### src/hw/rtl/edge_period_tachometer_assert.svh
// ----------------------------------------------------------------------------
// Tachometer assertion macros
// Concurrent assertion helpers, clocked by clk and disabled while arst_n is low.
// ----------------------------------------------------------------------------
`ifndef EDGE_PERIOD_TACHOMETER_ASSERT_SVH
`define EDGE_PERIOD_TACHOMETER_ASSERT_SVH
`ifndef SYNTH
`define ETACH_ASSERT(lbl, prop, msg) \
	lbl: assert property (@(posedge clk) disable iff (!arst_n) prop) else $error(msg);
`define ETACH_ASSERT_NEXT(lbl, ante, cons, msg) \
	lbl: assert property (@(posedge clk) disable iff (!arst_n) ante |=> cons) else $error(msg);
`else
`define ETACH_ASSERT(lbl, prop, msg)
`define ETACH_ASSERT_NEXT(lbl, ante, cons, msg)
`endif
`endif

### src/hw/rtl/etach_pkg.sv
// ----------------------------------------------------------------------------
// Tachometer package
// Shared widths, register codes, reset values and the queue tag type.
// ----------------------------------------------------------------------------
`default_nettype none

package etach_pkg;

	localparam int SPAN_W      = 17;
	localparam int RATE_W      = 20;
	localparam int REV_W       = 20;
	localparam int ELAPSED_W   = 24;
	localparam int DIV_CNT_W   = $clog2(RATE_W + 1);
	localparam int PADDR_W     = 3;
	localparam int PDATA_W     = 32;
	localparam int QUEUE_DEPTH = 2;

	localparam logic [SPAN_W-1:0]    SPAN_RESET  = 17'd65535;
	localparam logic [RATE_W-1:0]    RATE_RESET  = 20'd62500;
	localparam logic [REV_W-1:0]     REV_MAX     = 20'd1000000;
	localparam logic [ELAPSED_W-1:0] ELAPSED_MAX = 24'hFFFFFF;

	// Register index, taken from paddr[2].
	localparam logic REG_SPAN = 1'b0;
	localparam logic REG_RATE = 1'b1;

	// Input operation codes.
	localparam logic OP_OVERFLOW = 1'b0;
	localparam logic OP_EDGE     = 1'b1;

	// Control part of a queued measurement.
	typedef struct packed {
		logic channel;
		logic ovf_sat;
	} meas_tag_t;

endpackage

`default_nettype wire

### src/hw/rtl/etach_front.sv
// ----------------------------------------------------------------------------
// Tachometer front end
// Accepts events, keeps per-channel capture and overflow state, and queues
// every measuring edge with a snapshot of its channel state.
// ----------------------------------------------------------------------------
`default_nettype none

module etach_front #(
	parameter int CHANNELS      = 2,
	parameter int CAPTURE_BITS  = 16,
	parameter int OVERFLOW_BITS = 8
) (
	input  wire                      clk,
	input  wire                      arst_n,
	input  wire                      in_valid,
	output logic                     in_ready,
	input  wire                      operation,
	input  wire                      channel,
	input  wire  [CAPTURE_BITS-1:0]  capture,
	input  wire                      q_full,
	output logic                     push,
	output etach_pkg::meas_tag_t     push_tag,
	output logic [OVERFLOW_BITS-1:0] push_ovf,
	output logic [CAPTURE_BITS-1:0]  push_last,
	output logic [CAPTURE_BITS-1:0]  push_cap
);
	import etach_pkg::*;

	localparam logic [OVERFLOW_BITS-1:0] OVF_MAX = {OVERFLOW_BITS{1'b1}};

	logic [CAPTURE_BITS-1:0]  last_q [CHANNELS];
	logic [OVERFLOW_BITS-1:0] ovf_q  [CHANNELS];
	logic [CHANNELS-1:0]      seen_q;
	logic [CHANNELS-1:0]      hit;
	logic                     accept;
	logic                     is_edge;
	logic [CAPTURE_BITS-1:0]  sel_last;
	logic [OVERFLOW_BITS-1:0] sel_ovf;
	logic                     sel_seen;

	assign in_ready = !q_full;
	assign accept   = in_valid && in_ready;
	assign is_edge  = (operation == OP_EDGE);

	// An edge on a channel the block does not have matches nothing.
	always_comb begin
		hit      = '0;
		sel_last = '0;
		sel_ovf  = '0;
		sel_seen = 1'b0;
		for (int c = 0; c < CHANNELS; c++) begin
			if (32'(channel) == c) begin
				hit[c]   = 1'b1;
				sel_last = last_q[c];
				sel_ovf  = ovf_q[c];
				sel_seen = seen_q[c];
			end
		end
	end

	assign push              = accept && is_edge && sel_seen;
	assign push_tag.channel  = channel;
	assign push_tag.ovf_sat  = (sel_ovf == OVF_MAX);
	assign push_ovf          = sel_ovf;
	assign push_last         = sel_last;
	assign push_cap          = capture;

	always_ff @(posedge clk or negedge arst_n) begin
		if (!arst_n) begin
			seen_q <= '0;
			for (int c = 0; c < CHANNELS; c++) begin
				ovf_q[c]  <= '0;
				last_q[c] <= '0;
			end
		end else if (accept) begin
			for (int c = 0; c < CHANNELS; c++) begin
				if (!is_edge) begin
					if (ovf_q[c] != OVF_MAX) begin
						ovf_q[c] <= ovf_q[c] + 1'b1;
					end
				end else if (hit[c]) begin
					seen_q[c] <= 1'b1;
					last_q[c] <= capture;
					ovf_q[c]  <= '0;
				end
			end
		end
	end

endmodule

`default_nettype wire

### src/hw/rtl/etach_fifo.sv
// ----------------------------------------------------------------------------
// Tachometer measurement queue
// Small register FIFO between the front end and the arithmetic back end.
// ----------------------------------------------------------------------------
`default_nettype none

module etach_fifo #(
	parameter int WIDTH = 8,
	parameter int DEPTH = 2
) (
	input  wire              clk,
	input  wire              arst_n,
	input  wire              push,
	input  wire  [WIDTH-1:0] wdata,
	input  wire              pop,
	output logic [WIDTH-1:0] rdata,
	output logic             full,
	output logic             empty
);
	import etach_pkg::*;

	localparam int PTR_W = (DEPTH > 1) ? $clog2(DEPTH) : 1;
	localparam int CNT_W = $clog2(DEPTH + 1);

	logic [WIDTH-1:0] mem_q [DEPTH];
	logic [PTR_W-1:0] wr_ptr_q;
	logic [PTR_W-1:0] rd_ptr_q;
	logic [CNT_W-1:0] count_q;

	assign full  = (count_q == CNT_W'(DEPTH));
	assign empty = (count_q == '0);
	assign rdata = mem_q[rd_ptr_q];

	always_ff @(posedge clk) begin
		if (push) begin
			mem_q[wr_ptr_q] <= wdata;
		end
	end

	always_ff @(posedge clk or negedge arst_n) begin
		if (!arst_n) begin
			wr_ptr_q <= '0;
			rd_ptr_q <= '0;
			count_q  <= '0;
		end else begin
			if (push) begin
				wr_ptr_q <= (wr_ptr_q == PTR_W'(DEPTH - 1)) ? '0 : wr_ptr_q + 1'b1;
			end
			if (pop) begin
				rd_ptr_q <= (rd_ptr_q == PTR_W'(DEPTH - 1)) ? '0 : rd_ptr_q + 1'b1;
			end
			if (push && !pop) begin
				count_q <= count_q + 1'b1;
			end else if (pop && !push) begin
				count_q <= count_q - 1'b1;
			end
		end
	end

`include "edge_period_tachometer_assert.svh"
	`ETACH_ASSERT(a_no_push_full, push |-> !full, "push into a full queue")
	`ETACH_ASSERT(a_no_pop_empty, pop |-> !empty, "pop from an empty queue")
	`ETACH_ASSERT(a_count_range, count_q <= CNT_W'(DEPTH), "queue count out of range")

endmodule

`default_nettype wire

### src/hw/rtl/etach_back.sv
// ----------------------------------------------------------------------------
// Tachometer back end
// Forms the elapsed tick count, divides the rate numerator by it one quotient
// bit per cycle and holds the result in an output register.
// ----------------------------------------------------------------------------
`default_nettype none

module etach_back #(
	parameter int CAPTURE_BITS  = 16,
	parameter int OVERFLOW_BITS = 8
) (
	input  wire                                 clk,
	input  wire                                 arst_n,
	input  wire  [etach_pkg::SPAN_W-1:0]        counter_span,
	input  wire  [etach_pkg::RATE_W-1:0]        rate_numerator,
	input  wire                                 q_empty,
	output logic                                pop,
	input  wire  etach_pkg::meas_tag_t          pop_tag,
	input  wire  [OVERFLOW_BITS-1:0]            pop_ovf,
	input  wire  [CAPTURE_BITS-1:0]             pop_last,
	input  wire  [CAPTURE_BITS-1:0]             pop_cap,
	output logic                                out_valid,
	input  wire                                 out_ready,
	output logic                                result_channel,
	output logic [etach_pkg::REV_W-1:0]         revolutions,
	output logic [etach_pkg::ELAPSED_W-1:0]     elapsed_ticks,
	output logic                                saturated
);
	import etach_pkg::*;

	localparam int PROD_W = OVERFLOW_BITS + SPAN_W;
	localparam int MAX_AB = (PROD_W > CAPTURE_BITS) ? PROD_W : CAPTURE_BITS;
	localparam int TOT_W  = ((MAX_AB > ELAPSED_W) ? MAX_AB : ELAPSED_W) + 1;

	localparam logic [2:0] ST_IDLE = 3'd0;
	localparam logic [2:0] ST_MUL  = 3'd1;
	localparam logic [2:0] ST_SUB  = 3'd2;
	localparam logic [2:0] ST_DIV  = 3'd3;
	localparam logic [2:0] ST_RND  = 3'd4;
	localparam logic [2:0] ST_HOLD = 3'd5;

	logic [2:0]               state_q;
	logic                     ch_q;
	logic                     sat_q;
	logic [OVERFLOW_BITS-1:0] ovf_q;
	logic [CAPTURE_BITS-1:0]  last_q;
	logic [CAPTURE_BITS-1:0]  cap_q;
	logic [PROD_W-1:0]        prod_q;
	logic [ELAPSED_W-1:0]     elapsed_q;
	logic [ELAPSED_W-1:0]     rem_q;
	logic [RATE_W-1:0]        quo_q;
	logic [DIV_CNT_W-1:0]     div_cnt_q;
	logic [REV_W-1:0]         rev_q;

	logic                     out_valid_q;
	logic                     out_ch_q;
	logic [REV_W-1:0]         out_rev_q;
	logic [ELAPSED_W-1:0]     out_elapsed_q;
	logic                     out_sat_q;

	logic [TOT_W-1:0]         total;
	logic [TOT_W-1:0]         diff;
	logic                     behind;
	logic                     too_big;
	logic [ELAPSED_W:0]       rem_sh;
	logic [ELAPSED_W:0]       rem_sub;
	logic                     rem_ge;
	logic [REV_W:0]           quo_up;
	logic                     load_out;

	assign pop = (state_q == ST_IDLE) && !q_empty;

	// Elapsed ticks: overflows times span plus capture, less the previous capture.
	assign total   = TOT_W'(prod_q) + TOT_W'(cap_q);
	assign behind  = total < TOT_W'(last_q);
	assign diff    = total - TOT_W'(last_q);
	assign too_big = diff > TOT_W'(ELAPSED_MAX);

	// Restoring division step.
	assign rem_sh  = {rem_q, quo_q[RATE_W-1]};
	assign rem_ge  = rem_sh >= {1'b0, elapsed_q};
	assign rem_sub = rem_sh - {1'b0, elapsed_q};

	// Round the quotient up when a remainder is left.
	assign quo_up  = {1'b0, quo_q} + (REV_W + 1)'(rem_q != '0);

	assign load_out = (state_q == ST_HOLD) && (!out_valid_q || out_ready);

	always_ff @(posedge clk) begin
		case (state_q)
			ST_IDLE: begin
				ch_q   <= pop_tag.channel;
				sat_q  <= pop_tag.ovf_sat;
				ovf_q  <= pop_ovf;
				last_q <= pop_last;
				cap_q  <= pop_cap;
			end
			ST_MUL: begin
				prod_q <= PROD_W'(ovf_q * counter_span);
			end
			ST_SUB: begin
				rem_q <= '0;
				quo_q <= rate_numerator;
				if (behind) begin
					elapsed_q <= '0;
				end else if (too_big) begin
					elapsed_q <= ELAPSED_MAX;
				end else begin
					elapsed_q <= diff[ELAPSED_W-1:0];
				end
				if (behind || diff == '0) begin
					rev_q <= REV_MAX;
					sat_q <= 1'b1;
				end else if (too_big) begin
					sat_q <= 1'b1;
				end
			end
			ST_DIV: begin
				rem_q <= rem_ge ? rem_sub[ELAPSED_W-1:0] : rem_sh[ELAPSED_W-1:0];
				quo_q <= {quo_q[RATE_W-2:0], rem_ge};
			end
			ST_RND: begin
				if (quo_up > (REV_W + 1)'(REV_MAX)) begin
					rev_q <= REV_MAX;
					sat_q <= 1'b1;
				end else begin
					rev_q <= quo_up[REV_W-1:0];
				end
			end
			default: begin
			end
		endcase
		if (load_out) begin
			out_ch_q      <= ch_q;
			out_rev_q     <= rev_q;
			out_elapsed_q <= elapsed_q;
			out_sat_q     <= sat_q;
		end
	end

	always_ff @(posedge clk or negedge arst_n) begin
		if (!arst_n) begin
			state_q     <= ST_IDLE;
			div_cnt_q   <= '0;
			out_valid_q <= 1'b0;
		end else begin
			case (state_q)
				ST_IDLE: begin
					if (!q_empty) begin
						state_q <= ST_MUL;
					end
				end
				ST_MUL: begin
					state_q <= ST_SUB;
				end
				ST_SUB: begin
					div_cnt_q <= DIV_CNT_W'(RATE_W);
					if (behind || diff == '0) begin
						state_q <= ST_HOLD;
					end else begin
						state_q <= ST_DIV;
					end
				end
				ST_DIV: begin
					div_cnt_q <= div_cnt_q - 1'b1;
					if (div_cnt_q == DIV_CNT_W'(1)) begin
						state_q <= ST_RND;
					end
				end
				ST_RND: begin
					state_q <= ST_HOLD;
				end
				ST_HOLD: begin
					if (load_out) begin
						state_q <= ST_IDLE;
					end
				end
				default: begin
					state_q <= ST_IDLE;
				end
			endcase
			if (load_out) begin
				out_valid_q <= 1'b1;
			end else if (out_ready) begin
				out_valid_q <= 1'b0;
			end
		end
	end

	assign out_valid      = out_valid_q;
	assign result_channel = out_ch_q;
	assign revolutions    = out_rev_q;
	assign elapsed_ticks  = out_elapsed_q;
	assign saturated      = out_sat_q;

`include "edge_period_tachometer_assert.svh"
	`ETACH_ASSERT(a_div_count, (state_q == ST_DIV) |-> (div_cnt_q != '0), "divider overrun")
	`ETACH_ASSERT(a_exact_nonzero, (out_valid_q && !out_sat_q) |-> (out_elapsed_q != '0), "exact zero period")
	`ETACH_ASSERT_NEXT(a_hold_loads, load_out, out_valid_q, "result load did not raise valid")

endmodule

`default_nettype wire

### src/hw/rtl/edge_period_tachometer.sv
// Path: a measuring edge passes queue pop, multiply, subtract, the divider steps, round
//   and load to the output register; a zero or backward period skips the divider.
// Measuring edges: the back end works on one at a time with the one-bit-per-cycle divider
//   while later ones wait in the queue; overflow and first-edge items give no result.
// Reset: arst_n clears channel state, queue and output valid; registers take defaults.
// ----------------------------------------------------------------------------
// Edge period tachometer
// Multi-channel wheel speed measurement from the period between sensor edges.
// ----------------------------------------------------------------------------
`default_nettype none

module edge_period_tachometer #(
	parameter int CHANNELS      = 2,
	parameter int CAPTURE_BITS  = 16,
	parameter int OVERFLOW_BITS = 8
) (
	input  wire                                 clk,
	input  wire                                 arst_n,
	// Configuration port.
	input  wire                                 psel,
	input  wire                                 penable,
	input  wire                                 pwrite,
	input  wire  [etach_pkg::PADDR_W-1:0]       paddr,
	input  wire  [etach_pkg::PDATA_W-1:0]       pwdata,
	output logic [etach_pkg::PDATA_W-1:0]       prdata,
	output logic                                pready,
	// Event input.
	input  wire                                 in_valid,
	output logic                                in_ready,
	input  wire                                 operation,
	input  wire                                 channel,
	input  wire  [CAPTURE_BITS-1:0]             capture,
	// Measurement output.
	output logic                                out_valid,
	input  wire                                 out_ready,
	output logic                                result_channel,
	output logic [etach_pkg::REV_W-1:0]         revolutions,
	output logic [etach_pkg::ELAPSED_W-1:0]     elapsed_ticks,
	output logic                                saturated
);
	import etach_pkg::*;

	// One queue entry: tag, overflow snapshot, previous capture, new capture.
	localparam int Q_W = $bits(meas_tag_t) + OVERFLOW_BITS + 2 * CAPTURE_BITS;

	logic [SPAN_W-1:0]        span_q;
	logic [RATE_W-1:0]        rate_q;
	logic                     cfg_wr;

	logic                     q_full;
	logic                     q_empty;
	logic                     push;
	logic                     pop;
	meas_tag_t                push_tag;
	logic [OVERFLOW_BITS-1:0] push_ovf;
	logic [CAPTURE_BITS-1:0]  push_last;
	logic [CAPTURE_BITS-1:0]  push_cap;
	logic [Q_W-1:0]           q_wdata;
	logic [Q_W-1:0]           q_rdata;
	meas_tag_t                pop_tag;
	logic [OVERFLOW_BITS-1:0] pop_ovf;
	logic [CAPTURE_BITS-1:0]  pop_last;
	logic [CAPTURE_BITS-1:0]  pop_cap;

	// The port never stretches a transfer. Only paddr[2] picks the register,
	// so each register answers at every byte of its word.
	assign pready = 1'b1;
	assign cfg_wr = psel && penable && pwrite && pready;

	always_ff @(posedge clk or negedge arst_n) begin
		if (!arst_n) begin
			span_q <= SPAN_RESET;
			rate_q <= RATE_RESET;
		end else if (cfg_wr) begin
			case (paddr[2])
				REG_SPAN: span_q <= pwdata[SPAN_W-1:0];
				REG_RATE: rate_q <= pwdata[RATE_W-1:0];
				default: begin
				end
			endcase
		end
	end

	always_comb begin
		case (paddr[2])
			REG_SPAN: prdata = PDATA_W'(span_q);
			REG_RATE: prdata = PDATA_W'(rate_q);
			default:  prdata = '0;
		endcase
	end

	// The front end updates channel state at each transfer; overflow and first-edge
	// items stall only while the queue is full, and only measuring edges queue.
	etach_front #(
		.CHANNELS      (CHANNELS),
		.CAPTURE_BITS  (CAPTURE_BITS),
		.OVERFLOW_BITS (OVERFLOW_BITS)
	) u_front (
		.clk       (clk),
		.arst_n    (arst_n),
		.in_valid  (in_valid),
		.in_ready  (in_ready),
		.operation (operation),
		.channel   (channel),
		.capture   (capture),
		.q_full    (q_full),
		.push      (push),
		.push_tag  (push_tag),
		.push_ovf  (push_ovf),
		.push_last (push_last),
		.push_cap  (push_cap)
	);

	assign q_wdata = {push_tag, push_ovf, push_last, push_cap};

	etach_fifo #(
		.WIDTH (Q_W),
		.DEPTH (QUEUE_DEPTH)
	) u_queue (
		.clk    (clk),
		.arst_n (arst_n),
		.push   (push),
		.wdata  (q_wdata),
		.pop    (pop),
		.rdata  (q_rdata),
		.full   (q_full),
		.empty  (q_empty)
	);

	assign {pop_tag, pop_ovf, pop_last, pop_cap} = q_rdata;

	// The back end holds its finished result in an output register, so it
	// can take the next queued edge as soon as the result is loaded there.
	etach_back #(
		.CAPTURE_BITS  (CAPTURE_BITS),
		.OVERFLOW_BITS (OVERFLOW_BITS)
	) u_back (
		.clk            (clk),
		.arst_n         (arst_n),
		.counter_span   (span_q),
		.rate_numerator (rate_q),
		.q_empty        (q_empty),
		.pop            (pop),
		.pop_tag        (pop_tag),
		.pop_ovf        (pop_ovf),
		.pop_last       (pop_last),
		.pop_cap        (pop_cap),
		.out_valid      (out_valid),
		.out_ready      (out_ready),
		.result_channel (result_channel),
		.revolutions    (revolutions),
		.elapsed_ticks  (elapsed_ticks),
		.saturated      (saturated)
	);

endmodule

`default_nettype wire

### config.mk
export PLATFORM = sky130hd
export DESIGN_NAME = edge_period_tachometer
export DESIGN_NICKNAME = d
export VERILOG_FILES = /design/src/hw/rtl/etach_pkg.sv /design/src/hw/rtl/etach_front.sv /design/src/hw/rtl/etach_fifo.sv /design/src/hw/rtl/etach_back.sv /design/src/hw/rtl/edge_period_tachometer.sv
export VERILOG_INCLUDE_DIRS = /design/src /design/src/hw/rtl
export SDC_FILE = /design/constraint.sdc
export NUM_CORES = 1
export LEC_CHECK = 0
export BUFFER_PORTS_ARGS = -buffer_cell sky130_fd_sc_hd__buf_2
export CAP_MARGIN = 20
export CELL_PAD_IN_SITES_DETAIL_PLACEMENT = 0
export CELL_PAD_IN_SITES_GLOBAL_PLACEMENT = 1
export CORE_MARGIN = 1.5
export CORE_UTILIZATION = 45
export DETAILED_ROUTE_END_ITERATION = 16
export HOLD_SLACK_MARGIN = 0.08
export PLACE_DENSITY = 0.77
export SLEW_MARGIN = 40
export SYNTH_ARGS = -nofsm -noshare
export SYNTH_HDL_FRONTEND = slang
export SYNTH_SLANG_ARGS = --single-unit
### constraint.sdc
create_clock -name clk -period 5.85 [get_ports clk]
set_input_delay 0.2925 -clock clk [delete_from_list [all_inputs] [get_ports clk]]
set_output_delay 0.2925 -clock clk [all_outputs]
set_load 0.03 [all_outputs]
Word level (Yosys, flattened, before mapping) --
Memory sizes are Yosys's and may differ from the RTL's. Cells that the tools add are included. W data, S select, Z words.
Word-level totals: register bits after elaboration 301, memory bits (writable) 84, input bits 60, output and inout port bits 81, word-level logic and storage cells 137, memories kept 1
Memory list:
- u_queue.mem_q | depth 2, bits a word 42, rd ports 1, clocked after Yosys merged registers in 0, write ports 1, line etach_fifo.sv:25 | logic [WIDTH-1:0] mem_q [DEPTH];
Operators by class: add/sub/neg operators 11, multipliers 1, magnitude comparators 4, eq/ne operators 18, multiplexer cells 36, bitwise logic cells 2, reduce and logical (&&, ||, !) cells 36
Operators with widths (count):
- $pmux W20 S2 | 2
- $pmux W32 S2 | 1
- $mux W8 | 7
- $mux W24 | 2
- $pmux W24 S2 | 1
- $mux W20 | 2
- $add A25 B16 Y26 | 1
- $gt A26 B24 Y1 const B | 1
- $logic_not A26 Y1 | 1
- $lt A26 B16 Y1 | 1
- $sub A26 B16 Y26 | 1
- $ge A25 B24 Y1 | 1
- $mul A8 B17 Y25 | 1
- $reduce_bool A24 Y1 | 1
- $sub A24 B24 Y24 | 1
- $add A20 B1 Y21 | 1
- $gt A21 B20 Y1 const B | 1
- $pmux W3 S6 | 1
- $reduce_and A3 Y1 | 6
- $add A8 B1 Y8 const B | 2
- $mux W16 | 1
- $ne A8 B8 Y1 const B | 2
- $mux W3 | 4
- $reduce_bool A2 Y1 | 6
- 25 further kinds | 60

Depth between registers and ports, before layout --
Gate-level depths: netlist (run 1).
depth in word-level cells 9, gate-level depth with buffers 22, mapped depth without buffers 21

Modules after synthesis --
Synthesis (run 1) repeated with hierarchy kept, for this count alone.
Second synthesis, totals: cells, all modules 1996, area, all modules 23384.9 µm²
Modules (own cells, without submodules):
- etach_back | times used 1, cells each 1509, area an instance 15522.4 µm², sequential area each 6261.0 µm²
- etach_fifo | times used 1, cells each 147, area an instance 3419.5 µm², sequential area each 2622.5 µm²
- etach_front | times used 1, cells each 224, area an instance 2657.5 µm², sequential area each 1251.2 µm²
- edge_period_tachometer | times used 1, cells each 116, area an instance 1785.5 µm², sequential area each 954.7 µm²

Least setup slack after synthesis (run 1) --
Ideal clock, no wire load.
kind reg2reg, start register u_back.ovf_q[2], end register u_back.prod_q[24], data pin, setup time 0.260 ns, arrival time 5.203 ns, required time 5.590 ns, path slack 0.388 ns, stages on the path, launching flop included 19, buffers on the path 1, clock period less this slack 5.462 ns, cells stage by stage edfxtp_1 clkbuf_1 and2_1 fa_1 fa_1 inv_1 fa_1 fa_1 inv_1 ha_1 nor2b_1 or4_1 a41o_1 o41ai_1 o211a_1 a21oi_1 a211oi_1 a21oi_1 xnor2_1
Between the ends: word-level cells in the longest chain between the ends 1
RTL lines:
- from (decl) | line etach_back.sv:45 | logic [OVERFLOW_BITS-1:0] ovf_q;
- from (signal assigned) | line etach_back.sv:94 | ovf_q <= pop_ovf;
- $mul A8 B17 Y25 | line etach_back.sv:99 | prod_q <= PROD_W'(ovf_q * counter_span);
- to (signal assigned) | line etach_back.sv:99
- to (decl) | line etach_back.sv:48 | logic [PROD_W-1:0] prod_q;
Every way passes these cells. A chain may end at the register's enable or synchronous reset.

Worst setup path after layout (run 1) --
start register span_q[1], end register u_back.prod_q[24], data pin
Between the ends: word-level cells in the longest chain between the ends 1
RTL lines:
- from (decl) | line edge_period_tachometer.sv:46 | logic [SPAN_W-1:0] span_q;
- from (signal assigned) | line edge_period_tachometer.sv:76 | REG_SPAN: span_q <= pwdata[SPAN_W-1:0];
- $mul A8 B17 Y25 | line etach_back.sv:99
Every way passes these cells.

==> results.py, run 1 <==
metrics = {
    "clock_network": {
        "numCtsBuffers": 42,
        "cts.clk_slew.worst_paths_ps": 60,
        "clock_path_buffers": 3,
        "cts_max_level": 2,
        "insertion_delay_ps": 590,
        "cts_num_sinks": 385,
        "cts_root_buf": "clkbuf_16",
        "cts_tree": "done",
    },
    "logic_synthesis": {
        "ys.flop_type": "edfxtp_1",
        "synth.distinct_cells": 83,
        "synth-edff-count": 285,
        "synthArstFlopShare_pct": 26.0,
        "synthCells": 1965,
        "synth_top_area_share_pct": 37.7,
        "yosys_warnings": 0,
        "synth_area_um2": 22700,
        "ys_seq_area_share_pct": 48.8,
        "synth_area_leaders": "edfxtp_1 38%, dfrtp_1 8.5%, fa_1 8.2%",
        "yosysTopAreaCell": "edfxtp_1",
        "synth.avg_cell_area_um2": 11.6,
        "synth_seq_cells": 385,
    },
    "detailed_routing": {
        "initialDrtViolationCount": 1005,
        "routedWlPerCell_um": 17.5,
        "drc": 0,
        "wirelength_mm": 49.3,
        "route.vias.total": 14960,
        "ant_nets": 0,
        "firstDrtPassIters": 5,
        "vias_per_cell": 5.30,
    },
    "critical_path": {
        "crit_fanout": 10,
        "required_ps": 6150,
        "critPathLaunchType": "flop",
        "end_kind": "flop",
        "crit_type": "reg -> reg",
        "cp.arrival_ps": 5850,
        "rr_worst_depth": 16,
    },
    "global_routing": {
        "grt_pass1_wl_mm": 79.5,
        "top_usage_layer": "met2",
        "grt_use_met2_pct": 30.7,
        "antenna_found_initial": 0,
        "grt_overflow": 0,
        "grt_util_all_layers_pct": 19.0,
        "grt_pass1_vias": 14918,
        "grt_max_degree": 70,
        "met3_usage_pct": 3.15,
        "met1_usage_pct": 26.4,
    },
    "timing": {
        "worst_slack_ps": 302,
        "setup_violations": 0,
        "fin_crit_ps": 5550,
        "worst_pin_slew_ps": 760,
        "hold_viol_final": 0,
        "slew_headroom_pct": 49.3,
        "fin_setup_tns_ps": 0,
        "fmax_mhz": 180,
        "fin_crit_sh_pct": 94.8,
        "finalClockSkew_ps": 44.7,
        "slew_viol_final": 0,
        "rsz0062_at_grt": "false",
    },
    "cells_and_area": {
        "finalNetCount": 2380,
        "areaGrowthSynthToFinish_pct": 14.0,
        "diodes": 0,
        "drive_gt1_share_pct": 19.6,
        "fillCellCount": 4348,
    },
    "floorplan": {
        "dieArea_um2": 51800,
        "die_w_um": 228,
        "die_h_um": 228,
        "start_util_pct": 45.5,
        "row_count": 82,
        "boundaryPins": 141,
        "core-area_um2": 50000,
    },
    "placement": {
        "dp_slack_ps": 251,
        "place_hpwl_mm": 36.3,
        "gp_congestion": 0.888,
        "port-buffer-count": 113,
    },
    "hold_path": {
        "hold_class": "in -> reg",
        "hold_path_depth": 3,
    },
    "flow_run": {
        "max_cap_violations": 0,
    },
    "run_status": {
        "status": "complete, no violations",
    },
}
-- cells in the final DEF, fill, tap and decap left out, types with 17 or more instances in the layout --
master / count
xnor2_1: 69
a21oi_1: 82
mux2_2: 137
o21a_1: 17
nor2_1: 105
buf_2: 112
xor2_1: 39
nand3_1: 37
clkbuf_16: 42
nand2b_1: 19
a21o_1: 20
nor3_1: 21
edfxtp_1: 285
fa_1: 93
mux2i_1: 24
ha_1: 108
and2_1: 73
dlygate4sd3_1: 38
inv_1: 156
o21ai_0: 52
dfstp_2: 23
nand2_1: 234
buf_4: 30
nand4_1: 19
dfrtp_1: 76
-- what timing repair did --
item,in CTS,in global routing
setup buffers,0,1
hold buffers,38,0
gates resized for setup,0,4
setup endpoints to repair,0,22
endpoints found under the hold margin,135,0
-- per-stage QoR --
stage,hold slack (ps),std cells,utilization [%],instance area (um^2)
6_report,117,2824,51.9,25900
5_1_grt,138,2824,51.9,25900
4_1_cts,91.2,2823,51.8,25900
3_5_place_dp,252,2708,48.2,24100
3_3_place_gp,241,2703,48.1,24000
2_1_floorplan,-3.09,1976,-,22800
-- flip-flops by register name, indices dropped and copies added (netlist names), 2 cells and up --
| signal | count |
|---|---|
| u_back.elapsed_ticks | 24 |
| u_back.rev_q | 20 |
| u_front.ovf_q | 16 |
| u_back.rem_q | 24 |
| u_back.ovf_q | 8 |
| u_back.state_q | 3 |
| u_queue.count_q | 2 |
| u_queue.mem_q | 84 |
| u_back.cap_q | 16 |
| u_back.div_cnt_q | 5 |
| u_back.elapsed_q | 24 |
| span_q | 17 |
| u_back.prod_q | 25 |
| u_back.revolutions | 20 |
| u_front.seen_q | 2 |
| u_back.last_q | 16 |
| u_back.quo_q | 20 |
| rate_q | 20 |
| u_front.last_q | 32 |
-- metal layers --
| layer | part of all wire [%] | wire length [um] | vias up |
|---|---|---|---|
| met4 | 2.8 | 1380 | 0 |
| met3 | 4.8 | 2360 | 87 |
| met5 | 0 | 0 | - |
| met2 | 46 | 22800 | 333 |
| met1 | 46 | 22700 | 7393 |
| li1 | - | - | 7147 |
-- synthesized netlist by cell type, drive strengths merged, types with 4 or more instances --
library cell,count
edfxtp,285
o21ba,9
a21oi,82
mux2,137
and3,15
and4,4
dfrtp,77
xor2,39
xnor2,69
nand4,19
nor4,13
o21ai,57
nor3,22
a21o,20
nor2,106
o211ai,8
nand2,235
or3,12
or4,5
dfstp,23
o31a,4
o21bai,7
a2111oi,7
and2,75
nor4b,4
inv,157
buf,25
mux2i,24
nor2b,15
o21a,17
or2,8
nand3,38
nand2b,19
clkbuf,59
a221oi,4
a211oi,12
o31ai,8
fa,93
ha,108
-- cell type report --
cell class | count | area (um^2) | share of cell area [%]
inverter | 158 | 593 | 2.29
clock buffer | 49 | 1100 | 4.23
sequential | 385 | 11100 | 42.8
timing repair buffer | 183 | 1210 | 4.66
tap | 672 | 841 | 3.24
clock inverter | 28 | 312 | 1.20
multi-input combinational | 1349 | 10800 | 41.6
-- cell families after synthesis --
group | share of synthesized area, %
compound gates | 7.94
xor+xnor | 4.16
fa+ha+maj | 14.1
buf+inv | 4.31
flops | 48.8
mux | 7.85
other cells | 0.0331
simple gates | 12.8
-- final timing paths --
path,slack [ps],from,end
max in group asynchronous,4590,arst_n,u_queue.rd_ptr_q
min in group asynchronous,180,arst_n,rate_q[11]
min reg2reg,420,u_back.rev_q[6],u_back.revolutions[6]
max reg2reg,300,span_q[1],u_back.prod_q[24]
min,120,out_ready,u_back.out_valid
max,300,span_q[1],u_back.prod_q[24]
-- critical path, cell delays in order, from the launching register on --
cell and delay [ps]:
dfstp_2 640, nand2_1 120, fa_1 550, inv_1 60
fa_1 500, fa_1 520, fa_1 540, ha_1 260
or4_1 570, a41o_1 270, o41ai_1 250, buf_4 180
o211a_1 200, a21oi_1 100, a211oi_2 260, a21oi_1 110
xnor2_1 130
Power of run 1 is not shown: default switching activity piles up to over one toggle a cycle in this logic, so the estimate is an artifact.
==> run 2, diff against run 1 <==
--- a/config.mk
+++ b/config.mk
@@ -15,6 +15,7 @@
 export DETAILED_ROUTE_END_ITERATION = 16
 export HOLD_SLACK_MARGIN = 0.08
 export PLACE_DENSITY = 0.77
+export REMOVE_ABC_BUFFERS = 1
 export SLEW_MARGIN = 40
 export SYNTH_ARGS = -nofsm -noshare
 export SYNTH_HDL_FRONTEND = slang
==> run 2 against run 1 <==
- clock-buffer cell count up 5
- hold slack better by 13 ps
- clock skew down 16 ps
- final cell count down 0.18%
- cell area about the same
- global-route usage down 0.70 points
- routed wire length down 4.1%
- worst setup slack better by 150 ps
- sequential share of layout area about the same
- first-iteration DRC count down 32%
==> results.py, run 2 (same netlist as run 1, synthesis figures left out) <==
metrics = {
    "run_status": {
        "status": "complete, no violations",
    },
    "timing": {
        "fmax_mhz": 185,
        "fin_crit_sh_pct": 92.2,
        "fin_setup_tns_ps": 0,
        "fin_crit_ps": 5390,
        "slew_headroom_pct": 47.1,
        "worst_pin_slew_ps": 794,
        "hold_viol_final": 0,
        "finalClockSkew_ps": 28.4,
        "rsz0062_at_grt": "false",
        "slew_viol_final": 0,
        "setup_violations": 0,
    },
    "detailed_routing": {
        "wirelength_mm": 47.3,
        "route.vias.total": 14731,
        "vias_per_cell": 5.23,
        "initialDrtViolationCount": 681,
        "ant_nets": 0,
        "drc": 0,
        "routedWlPerCell_um": 16.8,
        "firstDrtPassIters": 5,
    },
    "global_routing": {
        "met1_usage_pct": 24.3,
        "antenna_found_initial": 1,
        "grt_util_all_layers_pct": 18.3,
        "grt_max_degree": 55,
        "grt_use_met2_pct": 30.7,
        "grt_pass1_wl_mm": 77.1,
        "met3_usage_pct": 3.30,
        "grt_overflow": 0,
        "grt_pass1_vias": 14846,
        "top_usage_layer": "met2",
    },
    "floorplan": {
        "die_w_um": 228,
        "boundaryPins": 141,
        "start_util_pct": 45.5,
        "row_count": 82,
        "die_h_um": 228,
        "dieArea_um2": 51800,
        "core-area_um2": 50000,
    },
    "placement": {
        "place_hpwl_mm": 35.3,
        "port-buffer-count": 113,
        "gp_congestion": 0.854,
    },
    "critical_path": {
        "worstReg2RegEnd": "u_back.prod_q[24]",
        "r2r_start": "span_q[1]",
        "rr_worst_depth": 15,
        "critPathLaunchType": "flop",
        "crit_type": "reg -> reg",
        "rrSetupSlack_ps": 460,
        "required_ps": 6180,
        "crit_fanout": 10,
        "end_kind": "flop",
        "cp.arrival_ps": 5720,
    },
    "clock_network": {
        "cts.clk_slew.worst_paths_ps": 60,
        "clock_path_buffers": 3,
        "cts_root_buf": "clkbuf_16",
        "insertion_delay_ps": 580,
        "cts_max_level": 2,
        "cts_tree": "done",
        "cts_num_sinks": 385,
        "numCtsBuffers": 44,
    },
    "cells_and_area": {
        "largest_register_ffs": 84,
        "finalNetCount": 2376,
        "largest_registers": "u_queue.mem_q: 84 flops, u_front.last_q: 32 flops, u_back.prod_q: 25 flops",
        "areaGrowthSynthToFinish_pct": 14.2,
        "final_cell_mix": "285 x edfxtp_1, 234 x nand2_1, 156 x inv_1",
        "diodes": 0,
        "regMostFlops": "u_queue.mem_q",
        "drive_gt1_share_pct": 19.3,
        "layout_commonest_cell": "edfxtp_1",
    },
    "flow_run": {
        "max_cap_violations": 0,
    },
    "hold_path": {
        "hold_path_depth": 3,
        "min_from": "out_ready",
        "hold_end": "u_back.out_valid",
        "hold_class": "in -> reg",
    },
}
run 2: final cells by class:
class / instances / area, um^2
clock buffers: 54 / 1160
clock inverters: 24 / 305
fillers: 4418 / 24000
inverters: 158 / 596
multi-input cells: 1349 / 10800
flip-flops and latches: 385 / 11100
well taps: 672 / 841
repair buffers: 177 / 1160
run 2: metal layers:
layer / part of all wire, % / vias up
li1: - / 7144
met1: 45 / 7261
met2: 48 / 245
met3: 3.9 / 79
met4: 2.6 / 2
met5: 0.027 / -
run 2: what timing repair did:
item / in CTS / in global routing
resized for setup: 0 / 5
hold endpoints to repair: 126 / 0
hold buffers: 38 / 0
setup endpoints to repair: 0 / 21
buffers inserted: 0 / 1
run 2: worst max path at each step:
stage / start / to / slack [ps] / cells after the start
6_report: span_q[1] / u_back.prod_q[24] / 460 / 15
4_1_cts: u_back.prod_q[0] / u_back.rev_q[8] / 180 / 21
3_3_place_gp: span_q[1] / u_back.prod_q[24] / 250 / 15
5_1_grt: span_q[0] / u_back.prod_q[23] / 70 / 16
3_5_place_dp: u_back.prod_q[0] / u_back.rev_q[12] / 190 / 21
2_1_floorplan: u_back.prod_q[0] / u_back.rev_q[0] / 350 / 20
run 2: through the flow:
step           hold slack, ps  instance area, um^2  worst slack, ps  cells  utilization [%]
2_1_floorplan           -3.09                22400              350   1892                -
3_3_place_gp              365                24000              249   2699             48.0
3_5_place_dp              378                24100              191   2702             48.1
4_1_cts                   107                25900              178   2818             51.8
5_1_grt                   135                25900             67.7   2819             51.9
6_report                  130                25900              455   2819             51.9
run 2: worst max-delay path: stages (launching register included):
cell,delay [ps]
dfstp_2,650
nand2_1,110
fa_1,530
inv_1,50
fa_1,520
fa_1,530
fa_1,490
ha_1,260
or4_1,560
a41o_1,280
o41ai_2,250
o211a_1,250
a21oi_1,120
a211oi_2,300
a21oi_1,120
xnor2_1,140
Power of run 2 is left out for the same reason.
